File: src/sv/ddfr_pkg.sv
`timescale 1ns / 1ps
// ----------------------------------------------------------------------------
// ddfr_pkg
// Shared constants and types of the dual delimiter frame receiver.
// ----------------------------------------------------------------------------
package ddfr_pkg;

  // Item kinds carried on the input tuser
  localparam logic [1:0] KIND_BYTE    = 2'd0;
  localparam logic [1:0] KIND_RELEASE = 2'd1;
  localparam logic [1:0] KIND_READ    = 2'd2;

  // Frame delimiters
  localparam logic [7:0] FLAG_BYTE = 8'h7E;
  localparam logic [7:0] ESC_BYTE  = 8'h1B;

  // Field widths of the result
  localparam int unsigned COUNT_W = 6;

  // Status flags after one item
  typedef struct packed {
    logic frame_ready;
    logic packet_ready;
    logic overflow;
  } ddfr_flags_t;

endpackage

File: src/sv/ddfr_ram.sv
`timescale 1ns / 1ps
// ----------------------------------------------------------------------------
// ddfr_ram
// Generic single-write, single-read RAM with a registered read port.
// ----------------------------------------------------------------------------
module ddfr_ram #(
  parameter int unsigned WIDTH = 8,
  parameter int unsigned DEPTH = 32
) (
  input  logic                     clk,
  input  logic                     we,
  input  logic [$clog2(DEPTH)-1:0] waddr,
  input  logic [WIDTH-1:0]         wdata,
  input  logic                     re,
  input  logic [$clog2(DEPTH)-1:0] raddr,
  output logic [WIDTH-1:0]         rdata
);

  logic [WIDTH-1:0] mem [DEPTH];

  // Write port
  always_ff @(posedge clk) begin
    if (we) begin
      mem[waddr] <= wdata;
    end
  end

  // Registered read, held while re is low
  always_ff @(posedge clk) begin
    if (re) begin
      rdata <= mem[raddr];
    end
  end

endmodule

File: src/sv/ddfr_framer.sv
`timescale 1ns / 1ps
// ----------------------------------------------------------------------------
// ddfr_framer
// Delimiter state machine, byte count and ready flags; issues buffer writes.
// ----------------------------------------------------------------------------
module ddfr_framer
  import ddfr_pkg::*;
#(
  parameter int unsigned BUF_DEPTH = 32
) (
  input  logic                         clk,
  input  logic                         rst,
  input  logic                         item_take,
  input  logic [1:0]                   kind,
  input  logic [7:0]                   rx_byte,
  input  logic                         line_error,
  output logic                         wr_en,
  output logic [$clog2(BUF_DEPTH)-1:0] wr_addr,
  output logic [7:0]                   wr_data,
  output logic [COUNT_W-1:0]           count_next_out,
  output ddfr_flags_t                  flags_next
);

  localparam int unsigned AW = $clog2(BUF_DEPTH);
  localparam int unsigned CW = $clog2(BUF_DEPTH + 1);

  // Receive modes
  localparam logic [2:0] MODE_IDLE    = 3'd0;
  localparam logic [2:0] MODE_F_START = 3'd1;
  localparam logic [2:0] MODE_F_IN    = 3'd2;
  localparam logic [2:0] MODE_P_START = 3'd3;
  localparam logic [2:0] MODE_P_IN    = 3'd4;

  logic [2:0]      rx_mode, rx_mode_next;
  logic [CW-1:0]   stored_count, stored_count_next;
  logic            frame_done, frame_done_next;
  logic            packet_done, packet_done_next;
  logic            store_req;
  logic [CW-1:0]   store_base;
  logic            store_full;
  logic            overflow;
  logic [CW+COUNT_W-1:0] count_ext;

  // Work out the state after one item
  always_comb begin
    rx_mode_next      = rx_mode;
    stored_count_next = stored_count;
    frame_done_next   = frame_done;
    packet_done_next  = packet_done;
    store_req         = 1'b0;
    store_base        = stored_count;

    if (kind == KIND_BYTE) begin
      if (line_error) begin
        frame_done_next   = 1'b0;
        stored_count_next = '0;
      end else if (!frame_done && !packet_done) begin
        unique case (rx_mode)
          MODE_F_START: begin
            if (rx_byte != FLAG_BYTE) begin
              store_req    = 1'b1;
              rx_mode_next = MODE_F_IN;
            end
          end
          MODE_F_IN: begin
            store_req = 1'b1;
            if (rx_byte == FLAG_BYTE) begin
              frame_done_next = 1'b1;
              rx_mode_next    = MODE_IDLE;
            end
          end
          MODE_P_START: begin
            if (rx_byte != ESC_BYTE) begin
              store_req    = 1'b1;
              rx_mode_next = MODE_P_IN;
            end
          end
          MODE_P_IN: begin
            if (rx_byte == ESC_BYTE) begin
              packet_done_next = 1'b1;
              rx_mode_next     = MODE_IDLE;
            end else begin
              store_req = 1'b1;
            end
          end
          default: begin
            // Idle, and any unused code behaves as idle
            if (rx_byte == FLAG_BYTE) begin
              store_base        = '0;
              stored_count_next = '0;
              store_req         = 1'b1;
              rx_mode_next      = MODE_F_START;
            end else if (rx_byte == ESC_BYTE) begin
              stored_count_next = '0;
              rx_mode_next      = MODE_P_START;
            end else begin
              rx_mode_next = MODE_IDLE;
            end
          end
        endcase
      end
    end else if (kind == KIND_RELEASE) begin
      frame_done_next  = 1'b0;
      packet_done_next = 1'b0;
    end

    // Append the byte unless the buffer is full
    store_full = (store_base == CW'(BUF_DEPTH));
    overflow   = store_req && store_full;
    wr_en      = item_take && store_req && !store_full;
    if (store_req && !store_full) begin
      stored_count_next = store_base + CW'(1);
    end
  end

  assign wr_addr = store_base[AW-1:0];
  assign wr_data = rx_byte;

  // Report the count in the result field width
  assign count_ext      = {{COUNT_W{1'b0}}, stored_count_next};
  assign count_next_out = count_ext[COUNT_W-1:0];

  assign flags_next.frame_ready  = frame_done_next;
  assign flags_next.packet_ready = packet_done_next;
  assign flags_next.overflow     = overflow;

  // Advance the state on each accepted item
  always_ff @(posedge clk) begin
    if (rst) begin
      rx_mode      <= MODE_IDLE;
      stored_count <= '0;
      frame_done   <= 1'b0;
      packet_done  <= 1'b0;
    end else if (item_take) begin
      rx_mode      <= rx_mode_next;
      stored_count <= stored_count_next;
      frame_done   <= frame_done_next;
      packet_done  <= packet_done_next;
    end
  end

endmodule

File: src/sv/dual_delimiter_frame_receiver.sv
`timescale 1ns / 1ps
// ----------------------------------------------------------------------------
// dual_delimiter_frame_receiver
// Builds 0x7E and 0x1B delimited frames from received bytes in a byte buffer.
// ----------------------------------------------------------------------------
//  Channel  Direction  Payload
//  s_       in         tuser: kind; tdata: rx_byte, line_error, read_index
//  m_       out        tdata: read_data, byte_count, frame_ready,
//                      packet_ready, overflow
//
// One item a cycle: the state update and the buffer write happen at the
// edge that accepts the item, and the result (with the buffer read from the
// registered RAM port) shows on m_ the cycle after.
// s_tready is high whenever the output register is empty or being taken,
// so a stalled m_ side stops the input only once a result is waiting.
// Reset clears the mode, count and flags; the buffer itself is not cleared.
// ----------------------------------------------------------------------------
module dual_delimiter_frame_receiver
  import ddfr_pkg::*;
#(
  parameter int unsigned BUF_DEPTH = 32
) (
  input  logic        clk,
  input  logic        rst,
  input  logic        s_tvalid,
  output logic        s_tready,
  input  logic [15:0] s_tdata,   // rx_byte[7:0], line_error[8], read_index[13:9]
  input  logic [1:0]  s_tuser,   // kind[1:0]
  output logic        m_tvalid,
  input  logic        m_tready,
  output logic [23:0] m_tdata    // read_data[7:0], byte_count[13:8], frame_ready[14],
                                 // packet_ready[15], overflow[16]
);

  localparam int unsigned AW = $clog2(BUF_DEPTH);

  logic               item_take;
  logic [1:0]         kind;
  logic [7:0]         rx_byte;
  logic               line_error;
  logic [4:0]         read_index;
  logic               wr_en;
  logic [AW-1:0]      wr_addr;
  logic [7:0]         wr_data;
  logic [COUNT_W-1:0] count_next;
  ddfr_flags_t        flags_next;
  logic [AW+4:0]      read_index_ext;
  logic [AW-1:0]      raddr;
  logic               read_hit;
  logic [7:0]         rdata;
  logic               out_valid;
  logic [COUNT_W-1:0] out_count;
  ddfr_flags_t        out_flags;
  logic               out_read;

  // Unpack the input transfer
  assign kind       = s_tuser;
  assign rx_byte    = s_tdata[7:0];
  assign line_error = s_tdata[8];
  assign read_index = s_tdata[13:9];

  assign s_tready  = !out_valid || m_tready;
  assign item_take = s_tvalid && s_tready;

  ddfr_framer #(
    .BUF_DEPTH (BUF_DEPTH)
  ) u_framer (
    .clk            (clk),
    .rst            (rst),
    .item_take      (item_take),
    .kind           (kind),
    .rx_byte        (rx_byte),
    .line_error     (line_error),
    .wr_en          (wr_en),
    .wr_addr        (wr_addr),
    .wr_data        (wr_data),
    .count_next_out (count_next),
    .flags_next     (flags_next)
  );

  // Buffer read address and range check
  assign read_index_ext = {{AW{1'b0}}, read_index};
  assign raddr          = read_index_ext[AW-1:0];
  assign read_hit       = (kind == KIND_READ) && ({27'd0, read_index} < 32'(BUF_DEPTH));

  ddfr_ram #(
    .WIDTH (8),
    .DEPTH (BUF_DEPTH)
  ) u_buf (
    .clk   (clk),
    .we    (wr_en),
    .waddr (wr_addr),
    .wdata (wr_data),
    .re    (item_take),
    .raddr (raddr),
    .rdata (rdata)
  );

  // Output register valid
  always_ff @(posedge clk) begin
    if (rst) begin
      out_valid <= 1'b0;
    end else if (s_tready) begin
      out_valid <= s_tvalid;
    end
  end

  // Hold the result payload until the next accepted item
  always_ff @(posedge clk) begin
    if (item_take) begin
      out_count <= count_next;
      out_flags <= flags_next;
      out_read  <= read_hit;
    end
  end

  assign m_tvalid = out_valid;
  assign m_tdata  = {7'd0, out_flags.overflow, out_flags.packet_ready,
                     out_flags.frame_ready, out_count,
                     (out_read ? rdata : 8'd0)};

endmodule

File: config.mk
export PLATFORM = sky130hd
export DESIGN_NAME = dual_delimiter_frame_receiver
export DESIGN_NICKNAME = d
export VERILOG_FILES = /design/src/sv/ddfr_pkg.sv /design/src/sv/ddfr_ram.sv /design/src/sv/ddfr_framer.sv /design/src/sv/dual_delimiter_frame_receiver.sv
export SDC_FILE = /design/constraint.sdc
export NUM_CORES = 1
export LEC_CHECK = 0
export BUFFER_PORTS_ARGS = -buffer_cell sky130_fd_sc_hd__buf_2
export CELL_PAD_IN_SITES_DETAIL_PLACEMENT = 1
export CELL_PAD_IN_SITES_GLOBAL_PLACEMENT = 1
export CORE_ASPECT_RATIO = 2
export CORE_MARGIN = 8
export CORE_UTILIZATION = 40
export CTS_BUF_LIST = sky130_fd_sc_hd__clkbuf_8 sky130_fd_sc_hd__clkbuf_16
export DETAILED_ROUTE_END_ITERATION = 8
export PLACE_DENSITY_LB_ADDON = 0.1
export SLEW_MARGIN = 25
export SYNTH_ARGS = -nofsm -noshare
export SYNTH_HDL_FRONTEND = slang
export SYNTH_SLANG_ARGS = --single-unit
File: constraint.sdc
create_clock -name clk -period 3.2 [get_ports clk]
set_clock_uncertainty 0.05 [all_clocks]
set_input_delay 0.48 -clock clk [delete_from_list [all_inputs] [get_ports clk]]
set_output_delay 0.48 -clock clk [all_outputs]
set_load 0.01 [all_outputs]
==> impl_metrics.tcl, run 1 <==
set metrics [dict create \
    status "completed" \
    die_w_microns 137 \
    rsz0062_at_grt "no" \
    synth_area_leaders "edfxtp_1 70%, mux4_2 15%, dfxtp_1 2.0%" \
    grt_max_degree 34 \
    ys_seq_area_frac 0.721 \
    clkLatencyLatePin_ns 0.54 \
    required_ns 3.39 \
    use_met3 0.0237 \
    synth_top_cell_by_area "edfxtp_1" \
    worst_slew_pin_slew_ns 0.864 \
    grt_use_total 0.166 \
    num_vias 6041 \
    synth-seq-cells 286 \
    ys.flop_type "edfxtp_1" \
    cp-startpoint "u_framer.rx_mode[0]$_SDFFE_PP0P_" \
    grt_pass1_vias 6467 \
    io_buffer_count 38 \
    drive_gt1_frac 0.351 \
    antenna_found_initial 3 \
    grt_busiest_layer "met2" \
    fin_crit_ns 2.87 \
    max_slew_margin 0.422 \
    slew_violations 0 \
    die_area_sq_um 35400 \
    hold_buffers 0 \
    n_antenna_cell 0 \
    synth-adder-area-share 0.00213 \
    place_area_sq_um 12800 \
    routabilityCongestion 0.771 \
    dpl.hpwl_microns 19900 \
    critPathLaunchType "flip-flop" \
    clk_pin_slew_ns 0.07 \
    synth_top_area_share 0.700 \
    core-area_sq_um 29200 \
    via_per_inst 5.51 \
    fin_hold_ws_ns 0.144 \
    synthMuxAreaShare 0.164 \
    rrSetupSlack_ns 0.33 \
    wl_per_cell_microns 26.2 \
    cts_resized 0 \
    finalWorstSetupSlack_ns 0.326 \
    antenna_left 0 \
    grt-ovfl-total 0 \
    yosysWarnings 0 \
    finalHoldViolCount 0 \
    start_util 0.403 \
    grt_first_pass_wirelength_microns 42500 \
    routed_wl_microns 28800 \
    mostFrequentLayoutCell "edfxtp_1" \
    synth_area_sq_um 11700 \
    synthCells 608 \
    synth_xor_area_frac 0 \
    nets 737 \
    crit_path_end_kind "flip-flop" \
    synth_top_family_by_area "multiplexers" \
    leakage_uw 0.00449 \
    final.setup.tns_ns 0 \
    path_class "flip-flop to flip-flop" \
    gr-usage-met2 0.275 \
    cts_tree "done" \
    synth-simple-area-share 0.0621 \
    worstPathArrival_ns 3.07 \
    die_y_microns 258 \
    fin_crit_sh 0.898 \
    timing.rr.start "u_framer.rx_mode[0]$_SDFFE_PP0P_" \
    cts_root_buf "clkbuf_16" \
    setup_viol 0 \
    cts.path.max_buffers 3 \
    reg2regPathDepth 9 \
    r2r_end "u_buf.mem[22][0]$_DFFE_PP_" \
    use_met1 0.219 \
    syn_to_final_growth_pct 16.9 \
    hold_start "s_tvalid" \
    drc 0 \
    endpoint "u_buf.mem[22][0]$_DFFE_PP_" \
    synthDistinctLibCells 56 \
    maxCapViolCount 0 \
    mostFrequentLayoutCells "274 x edfxtp_1, 80 x mux4_2, 67 x buf_4" \
    synth-compound-area-share 0.0288 \
    preCtsSetupSlack_ns 0.124 \
    async_reset_ff_frac 0 \
    ir_drop_v 0.000432 \
    avgSynthCellArea_sq_um 19.3 \
    ios 48 \
    fmax_ghz 0.348 \
    p_per_area_nw_per_um2 566 \
    fin_util 0.471 \
    rows 89 \
    cts_setup_buffers 0 \
    synth_edf_count 274 \
    worstPathMaxFanout 12 \
    drt_iter0_drc 422 \
    worst_hold_path_type "primary input to flip-flop" \
    cts_sinks 286 \
    dr.pass1.iters 5 \
    ctsHtreeMaxLevel 1 \
    cts-buffers-inserted 26 \
    fin_area_sq_um 13700 \
]
-- cells by family (layout without fill, tap and decap cells) --
kind of cell	count (synthesis)	after routing
buffers and inverters	49	168
other	1	7
muxes	91	91
adders and majority gates	2	2
AOI/OAI and AO/OA	48	48
and+or+nand+nor	131	131
DFF	286	286
-- metal layers --
layer | vias to the layer above | share of wire | routed length, microns
li1 | 2691 | - | -
met4 | 4 | 0.025 | 726
met3 | 44 | 0.039 | 1120
met1 | 3176 | 0.42 | 12200
met5 | - | 0.0010 | 30
met2 | 126 | 0.51 | 14700
-- layout make-up --
cell class	instances	area, sq um
Clock inverter	20	218
Sequential cell	286	8470
Fill cell	2779	15400
Timing Repair Buffer	108	768
Inverter	12	45.0
Clock buffer	28	689
Multi-Input combinational cell	279	3090
Tap cell	364	455
-- synth_stat cells, drive strengths merged (2+ instances only) --
master	n
or3	2
mux4	80
o211ai	9
o22ai	2
mux2	9
nor4	9
nor2	28
dfxtp	12
nand2	23
or4	5
edfxtp	274
a21oi	13
o31ai	2
nand2b	8
mux2i	2
nand3	6
and2	10
nand4b	3
nor3	20
nor2b	4
nand4	3
ha	2
inv	12
and4b	2
clkbuf	9
buf	28
o21ai	13
-- through the flow --
stage,total power (uW),instances
floorplan,4410,614
CTS,7870,1097
finish,7780,1097
global route,7990,1097
detailed placement,4590,1049
global placement,4590,1049
-- critical path, stage by stage (launching register included) --
cell and delay [ns]:
dfxtp_1 0.44, or3_4 0.44, a211oi_4 0.25, buf_4 0.16
o21ai_0 0.09, a21oi_1 0.21, buf_4 0.22, nand2_2 0.20
nor3_1 0.26, buf_4 0.24
-- flip-flops by register name, indices dropped and copies added, names as in the netlist --
signal                 flops
u_framer.stored_count      6
out_read                   1
u_framer.packet_done       1
u_buf.rdata                8
u_buf.mem                256
u_framer.rx_mode           3
u_framer.frame_done        1
m_tdata                    3
out_count                  6
m_tvalid                   1
-- worst min path at each step --
stage / slack, ns / cells past startpoint / to
2_1_floorplan: 0.41 / 2 / u_framer.packet_done$_SDFFE_PP0P_
3_3_place_gp: 0.42 / 2 / u_framer.frame_done$_SDFFE_PP0P_
3_5_place_dp: 0.44 / 2 / u_framer.frame_done$_SDFFE_PP0P_
4_1_cts: 0.12 / 3 / m_tvalid$_SDFFE_PP0N_
5_1_grt: 0.16 / 3 / m_tvalid$_SDFFE_PP0N_
6_report: 0.14 / 3 / m_tvalid$_SDFFE_PP0N_
-- power breakdown --
group / internal [uW] / switching (uW) / leakage, uW
Sequential: 4110 / 6.00 / 0.00258
Clock: 1900 / 1380 / 0.000453
Combinational: 162 / 218 / 0.00146
Total: 6170 / 1610 / 0.00449
Power figures use the tool's default switching activity.
==> run 2, diff against run 1 <==
--- a/config.mk
+++ b/config.mk
@@ -5,15 +5,16 @@
 export SDC_FILE = /design/constraint.sdc
 export NUM_CORES = 1
 export LEC_CHECK = 0
-export BUFFER_PORTS_ARGS = -buffer_cell sky130_fd_sc_hd__buf_2
+export BUFFER_PORTS_ARGS = -buffer_cell sky130_fd_sc_hd__buf_4
 export CELL_PAD_IN_SITES_DETAIL_PLACEMENT = 1
 export CELL_PAD_IN_SITES_GLOBAL_PLACEMENT = 1
 export CORE_ASPECT_RATIO = 2
 export CORE_MARGIN = 8
 export CORE_UTILIZATION = 40
-export CTS_BUF_LIST = sky130_fd_sc_hd__clkbuf_8 sky130_fd_sc_hd__clkbuf_16
+export CTS_BUF_LIST = sky130_fd_sc_hd__clkbuf_16
 export DETAILED_ROUTE_END_ITERATION = 8
 export PLACE_DENSITY_LB_ADDON = 0.1
+export SKIP_LAST_GASP = 1
 export SLEW_MARGIN = 25
 export SYNTH_ARGS = -nofsm -noshare
 export SYNTH_HDL_FRONTEND = slang
==> run 2 against run 1 <==
  * Clock power decreased by 2%
  * Register-to-register slack got worse by 0.09 ns
  * Die area is the same
  * Flip-flop and latch count is the same
  * Global-route usage up 0.74 points
  * Critical path depth is 1 lower
  * Wire length is 3.4% higher
  * Clock-buffer cell count fell by 2
  * Power is 0.54% lower
  * Final area increased by 0.84%
  * Fmax is 2.9% lower
  * Sequential power hardly changed
  * Critical path type unchanged
  * Critical endpoint is now u_buf.mem[9][4]$_DFFE_PP_
  * Largest cell class unchanged
==> impl_metrics.tcl, run 2 (same netlist as run 1, synthesis figures left out) <==
set metrics [dict create \
    clkLatencyLatePin_ns 0.55 \
    core-area_sq_um 29200 \
    ir_drop_v 0.000408 \
    cts_resized 0 \
    drc 0 \
    cts-buffers-inserted 26 \
    setup_viol 0 \
    required_ns 3.41 \
    grt-ovfl-total 0 \
    p_per_area_nw_per_um2 559 \
    hold_buffers 0 \
    cts_tree "done" \
    io_buffer_count 38 \
    antenna_found_initial 0 \
    worstPathArrival_ns 3.17 \
    antenna_left 0 \
    cp.buffers_inverters 2 \
    preCtsSetupSlack_ns 0.0855 \
    syn_to_final_growth_pct 17.9 \
    worst_slew_pin_slew_ns 0.938 \
    cts_root_buf "clkbuf_16" \
    ios 48 \
    grt_use_total 0.173 \
    worst_hold_path_type "primary input to flip-flop" \
    n_antenna_cell 0 \
    slew_violations 0 \
    dpl.hpwl_microns 20600 \
    dr.pass1.iters 6 \
    reg2regPathDepth 8 \
    mostFrequentLayoutCell "edfxtp_1" \
    fin_crit_ns 2.96 \
    cp_slowest_cell "nor3_1" \
    final.setup.tns_ns 0 \
    regMostFlops "u_buf.mem" \
    grt_pass1_vias 6653 \
    cts.path.max_buffers 3 \
    routabilityCongestion 0.777 \
    finalHoldViolCount 0 \
    nets 746 \
    cp_top_family "simple AND/OR/NAND/NOR gates" \
    top_regs "u_buf.mem x256, u_buf.rdata x8" \
    crit_chain "or3b_2 > a21oi_2 > a311oi_2 > a21oi_1 > buf_4 > nand2_2 > nor3_1 > buf_4" \
    maxCapViolCount 0 \
    critPathLaunchType "flip-flop" \
    hold_start "s_tdata[7]" \
    die_w_microns 137 \
    ctsHtreeMaxLevel 1 \
    crit_path_end_kind "flip-flop" \
    mostFrequentLayoutCells "274 x edfxtp_1, 114 x buf_4, 80 x mux4_2" \
    drt_iter0_drc 489 \
    min_to "u_buf.mem[3][7]$_DFFE_PP_" \
    worstPathMaxFanout 11 \
    wl_per_cell_microns 26.9 \
    grt_max_degree 30 \
    rows 89 \
    cts_sinks 286 \
    start_util 0.403 \
    max_slew_margin 0.372 \
    timing.rr.start "u_framer.rx_mode[2]$_SDFFE_PP0P_" \
    slowest_delay_ns 0.60 \
    rrSetupSlack_ns 0.24 \
    path_class "flip-flop to flip-flop" \
    rsz0062_at_grt "no" \
    die_y_microns 258 \
    status "completed" \
    r2r_end "u_buf.mem[9][4]$_DFFE_PP_" \
    clk_pin_slew_ns 0.07 \
    via_per_inst 5.51 \
    die_area_sq_um 35400 \
    num_vias 6099 \
    drive_gt1_frac 0.356 \
    grt_first_pass_wirelength_microns 44500 \
    finalWorstSetupSlack_ns 0.239 \
    whs_path_depth 1 \
    leakage_uw 0.00453 \
    fin_crit_sh 0.925 \
    fillers 2751 \
    routed_wl_microns 29800 \
    fmax_ghz 0.338 \
    largest_reg_flops 256 \
    critPathMostFrequentCell "buf_4" \
    cts_setup_buffers 0 \
]
## run 2: through the flow
stage | hold slack [ns] | util | instance area (sq um) | instances | total power, uW
after floorplan | 0.406 | - | 11800 | 614 | 4410
after global placement | 0.426 | 0.444 | 13000 | 1058 | 4610
after detailed placement | 0.439 | 0.445 | 13000 | 1058 | 4610
after CTS | 0.0960 | 0.475 | 13800 | 1106 | 7840
after global routing | 0.107 | 0.475 | 13800 | 1106 | 7960
final | 0.123 | 0.475 | 13800 | 1106 | 7740
## run 2: cell type report
type                       instances  area [sq um]  area share
sequential                       286          8470       0.611
clock inverter                    22           230      0.0166
timing repair buffer             117           916      0.0661
tap                              364           455      0.0329
multi-input combinational        279          3080       0.223
clock buffer                      26           651      0.0470
inverter                          12          45.0     0.00325
## run 2: where the power goes
part / total, uW / internal [uW] / switching [uW]
Clock: 3220 / 1820 / 1400
Sequential: 4120 / 4110 / 6.70
Combinational: 401 / 179 / 222
Total: 7740 / 6110 / 1630
## run 2: per-layer routing
metal | vias to the layer above | GRT usage | part of all wire
met5 | - | 0 | 0
met4 | 0 | 0.0543 | 0.023
met3 | 36 | 0.0196 | 0.040
met2 | 125 | 0.289 | 0.51
met1 | 3226 | 0.231 | 0.42
li1 | 2712 | - | -
## run 2: worst max path at each step
stage | from | end | slack [ns] | depth (start not counted)
6_report | u_framer.rx_mode[2]$_SDFFE_PP0P_ | u_buf.mem[9][4]$_DFFE_PP_ | 0.24 | 8
4_1_cts | u_framer.rx_mode[2]$_SDFFE_PP0P_ | u_buf.mem[9][6]$_DFFE_PP_ | 0.19 | 8
3_5_place_dp | s_tdata[1] | u_buf.mem[0][0]$_DFFE_PP_ | 0.09 | 9
2_1_floorplan | s_tdata[7] | u_buf.mem[15][0]$_DFFE_PP_ | 0.25 | 6
3_3_place_gp | s_tdata[1] | u_buf.mem[27][7]$_DFFE_PP_ | 0.05 | 8
5_1_grt | u_framer.rx_mode[2]$_SDFFE_PP0P_ | u_buf.mem[0][4]$_DFFE_PP_ | 0.02 | 7
==> run 3, diff against run 2 <==
--- a/config.mk
+++ b/config.mk
@@ -11,7 +11,7 @@
 export CORE_ASPECT_RATIO = 2
 export CORE_MARGIN = 8
 export CORE_UTILIZATION = 40
-export CTS_BUF_LIST = sky130_fd_sc_hd__clkbuf_16
+export CTS_BUF_LIST = sky130_fd_sc_hd__clkbuf_8
 export DETAILED_ROUTE_END_ITERATION = 8
 export PLACE_DENSITY_LB_ADDON = 0.1
 export SKIP_LAST_GASP = 1
==> constraint.sdc (replaced) <==
create_clock -name clk -period 3.1 [get_ports clk]
set_clock_uncertainty 0.05 [all_clocks]
set_input_delay 0.465 -clock clk [delete_from_list [all_inputs] [get_ports clk]]
set_output_delay 0.465 -clock clk [all_outputs]
set_load 0.01 [all_outputs]
==> run 3 against run 2 <==
  * Largest cell class unchanged
  * Global-route usage about the same
  * Power fell by 4.6%
  * Sequential share of layout area increased by 0.94 points
  * Sequential power is 3% higher
  * Worst setup slack got worse by 0.023 ns
  * First-iteration DRC count fell by 17%
  * Highest routed layer unchanged
  * Final cell count increased by 1.4%
  * Core utilization decreased by 0.72 points
  * Wire length shrank 0.19%
==> impl_metrics.tcl, run 3 (same netlist as run 1, synthesis figures left out) <==
set metrics [dict create \
    die_y_microns 258 \
    timing.rr.start "u_framer.rx_mode[2]$_SDFFE_PP0P_" \
    placed_cells 1049 \
    grt_max_degree 33 \
    cts_tree "done" \
    fin_hold_ws_ns 0.114 \
    crit_chain "or3_4 > a211oi_4 > and2b_1 > nor2_1 > inv_1 > ha_1 > nand2_2 > nor2_1" \
    routed_wl_microns 29700 \
    leakage_uw 0.00444 \
    rows 89 \
    status "completed" \
    top_regs "u_buf.mem x256, u_buf.rdata x8" \
    min_to "m_tvalid$_SDFFE_PP0N_" \
    path_class "flip-flop to flip-flop" \
    finalHoldViolCount 0 \
    fin_crit_sh 0.930 \
    cts_setup_buffers 0 \
    preCtsSetupSlack_ns 0.0198 \
    dr.pass1.iters 4 \
    grt_first_pass_wirelength_microns 44200 \
    drive_gt1_frac 0.358 \
    grt_pass1_vias 6695 \
    cts_sinks 286 \
    reg2regPathDepth 8 \
    finalWorstSetupSlack_ns 0.216 \
    drt_iter0_drc 404 \
    ctsHtreeMaxLevel 2 \
    rsz0062_at_grt "no" \
    num_vias 6130 \
    grt-ovfl-total 0 \
    maxCapViolCount 0 \
    io_buffer_count 38 \
    final.setup.tns_ns 0 \
    clk_pin_slew_ns 0.07 \
    r2r_end "u_buf.mem[1][4]$_DFFE_PP_" \
    ir_drop_v 0.000395 \
    largest_reg_flops 256 \
    seq_area_sq_um 8470 \
    worstPathMaxFanout 8 \
    p_per_area_nw_per_um2 541 \
    mostFrequentLayoutCell "edfxtp_1" \
    clkLatencyLatePin_ns 0.56 \
    die_area_sq_um 35400 \
    slowest_delay_ns 0.69 \
    grt_use_total 0.173 \
    antenna_left 0 \
    syn_to_final_growth_pct 16.1 \
    critPathLaunchType "flip-flop" \
    via_per_inst 5.46 \
    whs_path_depth 3 \
    mostFrequentLayoutCells "274 x edfxtp_1, 103 x buf_4, 80 x mux4_2" \
    max_slew_margin 0.402 \
    antenna_found_initial 1 \
    crit_path_end_kind "flip-flop" \
    hold_start "s_tvalid" \
    core-area_sq_um 29200 \
    ios 48 \
    routabilityCongestion 0.779 \
    cts.path.max_buffers 3 \
    regMostFlops "u_buf.mem" \
    worstPathArrival_ns 3.02 \
    start_util 0.403 \
    die_w_microns 137 \
    cts_resized 0 \
    critPathMostFrequentCell "nor2_1" \
    cp_slowest_cell "nor2_1" \
    wl_per_cell_microns 26.5 \
    wl_met3_microns 1200 \
    wl_met1_microns 12500 \
    worst_hold_path_type "primary input to flip-flop" \
    worst_slew_pin_slew_ns 0.894 \
    multiInputGateArea_sq_um 3080 \
    required_ns 3.23 \
    slew_violations 0 \
    cts_root_buf "clkbuf_8" \
    nets 753 \
    fmax_ghz 0.347 \
    cts-buffers-inserted 42 \
    rrSetupSlack_ns 0.22 \
    fillers 2803 \
    fin_crit_ns 2.88 \
    dpl.hpwl_microns 20200 \
    drc 0 \
    maxUsedRoutingLayer "met4" \
    wl_met2_microns 15000 \
    hold_buffers 0 \
    stdcell_count 1122 \
    fin_util 0.467 \
    setup_viol 0 \
]
-- run 3: changes by cell type in the layout (fill, tap and decap cells not counted), moves of 3 or more --
| cell | previous run | this run |
|---|---|---|
| clkbuf_8 | 0 | 42 |
| clkbuf_16 | 26 | 0 |
| buf_4 | 114 | 103 |
| inv_1 | 14 | 20 |
| clkinv_1 | 6 | 11 |
| clkinv_2 | 2 | 7 |
| bufinv_16 | 4 | 0 |
| clkinvlp_4 | 6 | 3 |
-- run 3: area by class of cell --
type,instances,area share
sequential,286,0.621
multi-input combinational,279,0.226
timing repair buffer,108,0.0640
clock buffer,42,0.0424
tap,364,0.0334
clock inverter,30,0.0101
inverter,12,0.00330
antenna,1,0.000183
-- run 3: worst max path at each step --
stage / startpoint / to / slack (ns) / depth (start not counted)
2_1_floorplan: s_tdata[7] / u_buf.mem[15][0]$_DFFE_PP_ / 0.17 / 6
3_3_place_gp: s_tdata[7] / u_buf.mem[10][2]$_DFFE_PP_ / 0.07 / 10
3_5_place_dp: s_tdata[7] / u_buf.mem[8][6]$_DFFE_PP_ / 0.02 / 10
4_1_cts: u_framer.rx_mode[0]$_SDFFE_PP0P_ / u_buf.mem[8][3]$_DFFE_PP_ / 0.07 / 8
5_1_grt: u_framer.rx_mode[0]$_SDFFE_PP0P_ / u_buf.mem[14][2]$_DFFE_PP_ / 0.01 / 7
6_report: u_framer.rx_mode[2]$_SDFFE_PP0P_ / u_buf.mem[1][4]$_DFFE_PP_ / 0.22 / 8
-- run 3: where the power goes --
group          switching [uW]  total, uW  internal [uW]
clock network            1440       2710           1270
logic                     231        414            184
registers                6.42       4250           4250
-- run 3: metal layers --
metal | vias up | track usage
met5 | - | 0
met4 | 0 | 0.0725
met3 | 50 | 0.0279
met2 | 137 | 0.281
met1 | 3205 | 0.226
li1 | 2738 | -
-- run 3: worst max-delay path: cells and delay by family (launching register included) --
kind,cells,cell delay [ns]
DFF,1,0.39
buffers and inverters,1,0.06
and+or+nand+nor,5,1.52
adders and majority gates,1,0.15
AOI/OAI and AO/OA,1,0.33
-- run 3: stage by stage --
step	power (uW)	area [sq um]
final	7380	13600
after global routing	7650	13600
after CTS	7500	13600
after detailed placement	4760	12900
after global placement	4760	12900
after floorplan	4560	11800
